$ cat src/rtl/core/lcrd_pkg.sv
// shared constants, types and control structs for the line-copy rle decoder
// no dependencies; used by every module of the block by scoped names
`default_nettype none

package lcrd_pkg;

  localparam int MAX_LINE    = 1024;
  localparam int CHUNK_BYTES = 16;
  localparam int HIST_DEPTH  = 2 * MAX_LINE;
  localparam int HIST_AW     = $clog2(HIST_DEPTH);
  localparam int EMIT_W      = HIST_AW + 1;
  localparam int CNT_W       = 5;
  localparam int REM_W       = 10;
  localparam int CFG_W       = 11;
  localparam int CHUNK_W     = 8 * CHUNK_BYTES;

  localparam logic [7:0] ESC_CODE   = 8'hF8;
  localparam logic [7:0] PAIR_CODE  = 8'hFC;
  localparam logic [7:0] FILL_CODE  = 8'hFD;
  localparam logic [7:0] COPY2_CODE = 8'hFE;
  localparam logic [7:0] COPY1_CODE = 8'hFF;

  typedef enum logic [1:0] {
    RUN_FILL  = 2'd0,
    RUN_PAIR  = 2'd1,
    RUN_COPY2 = 2'd2,
    RUN_COPY1 = 2'd3
  } run_kind_e;

  typedef struct packed {
    logic      gen;
    logic      put_lit;
    logic      emit_empty;
    logic      bad;
    logic      cut;
    logic      last;
    logic      load_len;
    logic      load_first;
    logic      start_run;
    run_kind_e kind;
    logic      clear_hist;
  } cmd_t;

  typedef struct packed {
    logic out_free;
    logic run_done;
  } stat_t;

endpackage

`default_nettype wire

$ cat src/rtl/core/lcrd_ctrl.sv
// token parser and run sequencer of the line-copy rle decoder
// depends on lcrd_pkg; drives commands into lcrd_datapath
`default_nettype none

module lcrd_ctrl (
  input  wire logic          clk_i,
  input  wire logic          rst_ni,
  input  wire logic          in_valid_i,
  output logic               in_stall_o,
  input  wire logic [7:0]    code_byte_i,
  input  wire logic          last_byte_i,
  input  wire lcrd_pkg::stat_t st_i,
  output lcrd_pkg::cmd_t     cmd_o
);

  typedef enum logic [1:0] {
    ST_IDLE = 2'b01,
    ST_GEN  = 2'b10
  } state_e;

  typedef enum logic [4:0] {
    PH_IDLE   = 5'b00001,
    PH_ESC    = 5'b00010,
    PH_COUNT  = 5'b00100,
    PH_FIRST  = 5'b01000,
    PH_SECOND = 5'b10000
  } phase_e;

  state_e      state_q, state_d;
  phase_e      ph_q, ph_d;
  logic [1:0]  pend_q, pend_d;
  logic        accept;

  assign accept     = in_valid_i && (state_q == ST_IDLE) && st_i.out_free;
  assign in_stall_o = !((state_q == ST_IDLE) && st_i.out_free);

  always_comb begin
    cmd_o         = '0;
    cmd_o.kind    = lcrd_pkg::RUN_FILL;
    state_d       = state_q;
    ph_d          = ph_q;
    pend_d        = pend_q;
    cmd_o.gen     = (state_q == ST_GEN);
    cmd_o.last    = last_byte_i;
    if (accept) begin
      unique case (ph_q)
        PH_IDLE: begin
          if (code_byte_i < lcrd_pkg::ESC_CODE) begin
            cmd_o.put_lit = 1'b1;
          end else if (code_byte_i == lcrd_pkg::ESC_CODE) begin
            ph_d = PH_ESC;
          end else if (code_byte_i >= lcrd_pkg::PAIR_CODE) begin
            pend_d = code_byte_i[1:0];
            ph_d   = PH_COUNT;
          end else begin
            cmd_o.bad        = 1'b1;
            cmd_o.emit_empty = 1'b1;
          end
        end
        PH_ESC: begin
          cmd_o.put_lit = 1'b1;
          ph_d          = PH_IDLE;
        end
        PH_COUNT: begin
          cmd_o.load_len = 1'b1;
          if (pend_q == lcrd_pkg::COPY2_CODE[1:0]) begin
            cmd_o.start_run = 1'b1;
            cmd_o.kind      = lcrd_pkg::RUN_COPY2;
            ph_d            = PH_IDLE;
          end else if (pend_q == lcrd_pkg::COPY1_CODE[1:0]) begin
            cmd_o.start_run = 1'b1;
            cmd_o.kind      = lcrd_pkg::RUN_COPY1;
            ph_d            = PH_IDLE;
          end else begin
            ph_d = PH_FIRST;
          end
        end
        PH_FIRST: begin
          if (pend_q == lcrd_pkg::FILL_CODE[1:0]) begin
            cmd_o.start_run = 1'b1;
            cmd_o.kind      = lcrd_pkg::RUN_FILL;
            ph_d            = PH_IDLE;
          end else begin
            cmd_o.load_first = 1'b1;
            ph_d             = PH_SECOND;
          end
        end
        PH_SECOND: begin
          cmd_o.start_run = 1'b1;
          cmd_o.kind      = lcrd_pkg::RUN_PAIR;
          ph_d            = PH_IDLE;
        end
        default: begin
          ph_d = PH_IDLE;
        end
      endcase
      if (cmd_o.start_run) begin
        state_d = ST_GEN;
      end
      if (last_byte_i) begin
        // end of image: dropped token is flagged, parser restarts
        if (!cmd_o.start_run) begin
          if (!cmd_o.put_lit && !cmd_o.emit_empty) begin
            cmd_o.emit_empty = 1'b1;
            cmd_o.cut        = (ph_d != PH_IDLE);
          end
          cmd_o.clear_hist = 1'b1;
        end
        ph_d   = PH_IDLE;
        pend_d = 2'd0;
      end
    end
    if ((state_q == ST_GEN) && st_i.run_done) begin
      state_d = ST_IDLE;
    end
  end

  always_ff @(posedge clk_i or negedge rst_ni) begin
    if (!rst_ni) begin
      state_q <= ST_IDLE;
      ph_q    <= PH_IDLE;
      pend_q  <= 2'd0;
    end else begin
      state_q <= state_d;
      ph_q    <= ph_d;
      pend_q  <= pend_d;
    end
  end

endmodule

`default_nettype wire

$ cat config.mk
export PLATFORM = sky130hd
export DESIGN_NAME = lcrd_ctrl
export DESIGN_NICKNAME = d
export VERILOG_FILES = /design/src/rtl/core/lcrd_pkg.sv /design/src/rtl/core/lcrd_ctrl.sv
export SDC_FILE = /design/constraint.sdc
export NUM_CORES = 1
export LEC_CHECK = 0
export ABC_AREA = 1
export BUFFER_PORTS_ARGS = -buffer_cell sky130_fd_sc_hd__buf_2
export CAP_MARGIN = 40
export CORE_MARGIN = 2
export CORE_UTILIZATION = 40
export DETAILED_ROUTE_END_ITERATION = 10
export PLACE_DENSITY = 0.79
export RECOVER_POWER = 100
export SETUP_SLACK_MARGIN = 0.5
export SYNTH_ARGS = -nofsm -noshare
export SYNTH_HDL_FRONTEND = slang
export SYNTH_SLANG_ARGS = --single-unit
$ cat constraint.sdc
create_clock -name clk_i -period 1.7 [get_ports clk_i]
set_input_delay 0.34 -clock clk_i [delete_from_list [all_inputs] [get_ports clk_i]]
set_output_delay 0.34 -clock clk_i [all_outputs]
set_load 0.01 [all_outputs]
==> results.json, run 1 <==
{
  "outcome": "finished, violations left",
  "violations": "setup timing",
  "slew_headroom": 0.688,
  "peakVddDrop_mv": 0.510,
  "synth_warnings": 0,
  "drt-initial-drc-count": 18,
  "drv_cap": 0,
  "fin_crit_ns": 1.92,
  "grt_usage": 0.228,
  "synthToLayoutAreaGrowth_pct": 74.0,
  "finalCritPeriodShare": 1.13,
  "p_clk_frac": 0.181,
  "ys_types": 23,
  "wl_um": 2520,
  "p_leak_nw": 0.683,
  "end_kind": "output port",
  "hold_depth": 3,
  "drcViolationCount": 0,
  "synth_common_cells": "22 x nand2_1, 15 x inv_1, 12 x nor2_1",
  "h-tree-depth": 1,
  "worst_slew_pin_slew_ns": 0.467,
  "numPortBuffers": 26,
  "place_congestion": 0.874,
  "yosysMostFrequentCell": "nand2_1",
  "hp-start": "st_i[0]",
  "cts.clk_slew.worst_paths_ns": 0.06,
  "finalInstanceArea_um2": 1320,
  "antenna_found_initial": 0,
  "grt_setup_unrepaired": "true",
  "multi_input_area_um2": 548,
  "clock_sinks": 9,
  "holdCritPathClass": "in2reg",
  "min_to": "state_q[0]",
  "ys_seq_elements": 9,
  "regArea_um2": 231,
  "rr_endpoint": "ph_q[0]",
  "power_frac_comb": 0.528,
  "critPathKind": "reg2out",
  "die_w_um": 47.5,
  "ioPinCount": 27,
  "grt_pass1_wl_um": 3530,
  "cts.path.max_buffers": 2,
  "avgSynthCellArea_um2": 7.07,
  "r2r_cells": 11,
  "root_buffer": "clkbuf_4",
  "synth.cell_area_um2": 757,
  "layout.cells.non_filler": 191,
  "grt_overflow": 0,
  "whs_ns": 0.287,
  "nets": 181,
  "yosysTopAreaCell": "dfrtp_1",
  "fill_cells": 139,
  "dieArea_um2": 2260,
  "synth_flop_cell": "dfrtp_1",
  "syn_inst": 107,
  "rows": 15,
  "dr.pass1.iters": 4,
  "avgViaCountPerCell": 5.00,
  "reg2reg_slack_ns": -0.05,
  "yosys-top-cells-area": "dfrtp_1 23%, nand2_1 11%, inv_1 7.4%, dfstp_2 6.9%, nand3_1 6.6%",
  "start_kind": "register",
  "yosysSeqAreaShare": 0.301,
  "async_reset_ff_frac": 1.00,
  "antenna_cells": 0,
  "cts_tree": "done",
  "switching_share": 0.392,
  "clock_latency_ns": 0.27,
  "grt_max_degree": 10,
  "clock.fmax_ghz": 0.520,
  "start_util": 0.434,
  "grt_pass1_vias": 858,
  "synth_top_area_share": 0.231,
  "die_h_um": 47.5,
  "seq_power_share": 0.291,
  "synth.net_count": 121,
  "cp.required_ns": 1.36,
  "core_um2": 1750,
  "drive_above_1_share": 0.627,
  "placed_cell_area_um2": 977,
  "p_sw_mw": 0.377,
  "cts_made_buffers": 3,
  "intPower_mw": 0.584,
  "drtAntennaViolNets": 0,
  "critical_path.max_fanout": 5,
  "setup_viol": 11,
  "crit_arrival_ns": 1.58,
  "slew_violations": 0,
  "dp_hpwl_um": 1540,
  "clock_skew_ns": 0.00469,
  "place_inst": 159,
  "hold_viol_final": 0,
  "synth_edf_count": 0,
  "num_vias": 955,
  "wl_per_cell_um": 13.2,
  "rr_startpoint": "ph_q[1]",
  "power-per-cell-area_nw_per_um2": 729,
  "setup_ws_ns": -0.222
}
[cell families (layout without fill, tap and decap cells)]
logic type	count (synthesis)	after routing	synth area share
buffers and inverters	20	79	0.114
DFF	9	9	0.301
and+or+nand+nor	68	68	0.501
AOI/OAI and AO/OA	10	10	0.0843
[cells in the final DEF (no fill, tap or decap)]
master	count
nand2_1	20
dfrtp_2	3
nand3_1	5
clkbuf_4	3
nor3_1	1
nand4_1	4
dfstp_2	2
a21oi_2	1
nand3_4	2
nor3_2	1
clkbuf_1	2
buf_2	21
nor2_1	7
nand3_2	8
buf_6	11
buf_4	22
dfrtp_1	4
nor2_2	6
o21ai_2	1
a21boi_1	1
nand2_2	5
nor2_4	6
o21ai_1	5
o21ai_0	1
o31ai_4	1
nand4_4	1
dlygate4sd3_1	1
clkinv_2	1
inv_1	11
inv_2	7
nor3_4	2
[power by group through the flow]
stage / sequential (mW) / combinational [mW] / clock, mW
final: 0.280 / 0.507 / 0.173
after global routing: 0.282 / 0.548 / 0.188
after CTS: 0.273 / 0.359 / 0.169
after detailed placement: 0.283 / 0.295 / 0
after global placement: 0.280 / 0.286 / 0
after floorplan: 0.277 / 0.218 / 0
[critical path, stage by stage (launching register included)]
cell     delay [ns]
dfstp_2        0.56
nand4_4        0.14
buf_4          0.17
buf_6          0.13
nor3_4         0.14
buf_2          0.17
[area by class of cell]
cell class	instances	area share
inverter	18	0.0513
tap	25	0.0237
sequential	9	0.176
multi-input combinational	78	0.416
timing repair buffer	57	0.312
clock inverter	1	0.00380
clock buffer	3	0.0171
[state kept, by name, indices dropped and copies added (netlist names)]
register and cells:
pend_q 2, ph_q 5, state_q 2
[metal layers]
metal  GRT usage  part of all wire  vias to the layer above
met5           0                 0                        -
met2       0.416              0.53                       37
met3      0.0566             0.056                        6
met1       0.267              0.39                      449
met4      0.0500             0.024                        0
li1            -                 -                      463
[per-stage QoR]
stage | utilization | setup slack [ns] | power (mW) | setup TNS (ns)
finish | 0.755 | -0.222 | 0.961 | -1.63
global route | 0.755 | -0.307 | 1.02 | -2.51
CTS | 0.670 | -0.192 | 0.802 | -1.17
detailed placement | 0.560 | 0.0392 | 0.578 | 0
global placement | 0.560 | 0.0779 | 0.566 | 0
floorplan | - | 0.174 | 0.495 | 0
[worst max-delay path by stage]
stage / start / cells past startpoint / endpoint
final: state_q[0] / 5 / cmd_o[4]
after global routing: ph_q[0] / 7 / cmd_o[7]
after CTS: ph_q[0] / 7 / cmd_o[7]
after detailed placement: state_q[0] / 7 / cmd_o[7]
after global placement: ph_q[2] / 7 / cmd_o[7]
after floorplan: state_q[0] / 5 / cmd_o[1]
[repair_timing]
item / in CTS / in global routing
endpoints found under the setup margin: 21 / 21
resized for setup: 11 / 17
cloned: 0 / 0
buffers inserted: 15 / 12
endpoints found under the hold margin: 7 / 0
pin swaps: 8 / 14
hold buffers: 1 / 0
Power figures use the tool's default switching activity.
==> run 2, diff against run 1 <==
- ABC_CLOCK_PERIOD_IN_PS: unset -> 1700
- PLACE_DENSITY: 0.79 -> 0.67
- REMOVE_ABC_BUFFERS: unset -> 1
==> results.json, run 2 (synthesis results as in run 1) <==
{
  "violations": "setup timing",
  "p_leak_nw": 0.655,
  "hold_viol_final": 0,
  "cts_tree": "done",
  "slew_headroom": 0.660,
  "grt_max_degree": 10,
  "largest_register_ffs": 5,
  "die_w_um": 47.5,
  "die_h_um": 47.5,
  "pre_cts_slack_ns": -0.0137,
  "dp_hpwl_um": 1520,
  "cts_made_buffers": 3,
  "cp.required_ns": 1.36,
  "h-tree-depth": 1,
  "numPortBuffers": 26,
  "ioPinCount": 27,
  "layout_commonest_cell": "buf_2",
  "setup_ws_ns": -0.236,
  "grt_pass1_wl_um": 3220,
  "fin_util": 0.714,
  "start_util": 0.434,
  "regMostFlops": "ph_q",
  "grt_pass1_vias": 752,
  "grt_usage": 0.201,
  "end_kind": "output port",
  "slew_violations": 0,
  "worst_slew_pin_slew_ns": 0.510,
  "grt_overflow": 0,
  "wl_per_cell_um": 13.4,
  "clock_skew_ns": 0.0128,
  "synthToLayoutAreaGrowth_pct": 64.6,
  "drcViolationCount": 0,
  "cts.path.max_buffers": 2,
  "final_cell_mix": "23 x buf_2, 19 x nand2_1, 18 x buf_4",
  "num_vias": 913,
  "critical_path.max_fanout": 4,
  "antenna_found_initial": 0,
  "dr.pass1.iters": 4,
  "finalCritPeriodShare": 1.14,
  "fin_crit_ns": 1.94,
  "crit_arrival_ns": 1.60,
  "root_buffer": "clkbuf_4",
  "finalPower_mw": 0.907,
  "clock.fmax_ghz": 0.516,
  "clock_sinks": 9,
  "whs_ns": 0.319,
  "place_inst": 159,
  "setup_viol": 10,
  "largestRegisters": "ph_q x5, pend_q x2, state_q x2",
  "drv_cap": 0,
  "rows": 15,
  "critPathKind": "reg2out",
  "core_um2": 1750,
  "place_congestion": 0.865,
  "drt-initial-drc-count": 37,
  "grt_setup_unrepaired": "true",
  "dieArea_um2": 2260,
  "outcome": "finished, violations left",
  "peakVddDrop_mv": 0.480,
  "antenna_cells": 0,
  "start_kind": "register",
  "drive_above_1_share": 0.581,
  "holdCritPathClass": "in2reg",
  "avgViaCountPerCell": 4.94,
  "clock_latency_ns": 0.25,
  "power-per-cell-area_nw_per_um2": 728,
  "nets": 175,
  "wl_um": 2480,
  "layout.cells.non_filler": 185,
  "drtAntennaViolNets": 0,
  "cts.clk_slew.worst_paths_ns": 0.07
}
run 2: through the flow:
step / area [um2] / TNS [ns]
final: 1250 / -1.64
after global routing: 1250 / -2.51
after CTS: 1130 / -1.02
after detailed placement: 922 / -0.0137
after global placement: 922 / 0
after floorplan: 738 / -0.262
run 2: cell type report:
class	instances	area (um2)
timing repair buffer	51	347
sequential	9	230
inverter	18	67.6
tap	25	31.3
multi-input combinational	78	544
clock buffer	4	26.3
fill	133	499
run 2: metal layers:
| layer | GRT usage | share of wire | vias up |
|---|---|---|---|
| met2 | 0.362 | 0.55 | 37 |
| met1 | 0.254 | 0.40 | 417 |
| li1 | - | - | 455 |
| met4 | 0.0667 | 0.0089 | 0 |
| met3 | 0.0113 | 0.039 | 4 |
| met5 | 0 | 0 | - |
run 2: critical path: stages (launching register included):
cell	delay (ns)
dfstp_2	0.58
inv_1	0.07
nor2_1	0.10
nand3_1	0.14
nand3_2	0.12
nand3_2	0.10
nor2_2	0.11
buf_2	0.13
run 2: worst paths after layout:
path | start | endpoint | slack [ns] | cells after the start
max in group asynchronous | rst_ni | ph_q[2] | 0.76 | 2
min | st_i[0] | state_q[0] | 0.32 | 3
min in group asynchronous | rst_ni | ph_q[1] | 0.56 | 2
min reg2reg | pend_q[1] | ph_q[3] | 0.57 | 1
max | ph_q[0] | cmd_o[7] | -0.24 | 7
max reg2reg | ph_q[0] | pend_q[1] | 0.06 | 9
run 2: report_power, final:
group | switching [mW] | internal (mW) | total (mW)
Clock | 0.0723 | 0.0900 | 0.162
Sequential | 0.0267 | 0.250 | 0.276
Combinational | 0.252 | 0.216 | 0.468
run 2: timing repair:
item                       CTS  global route
hold buffers                 1             0
hold endpoints to repair     7             0
pin swaps                   15            12
resized for setup           20            14
setup endpoints to repair   21            21
buffers inserted            13             8
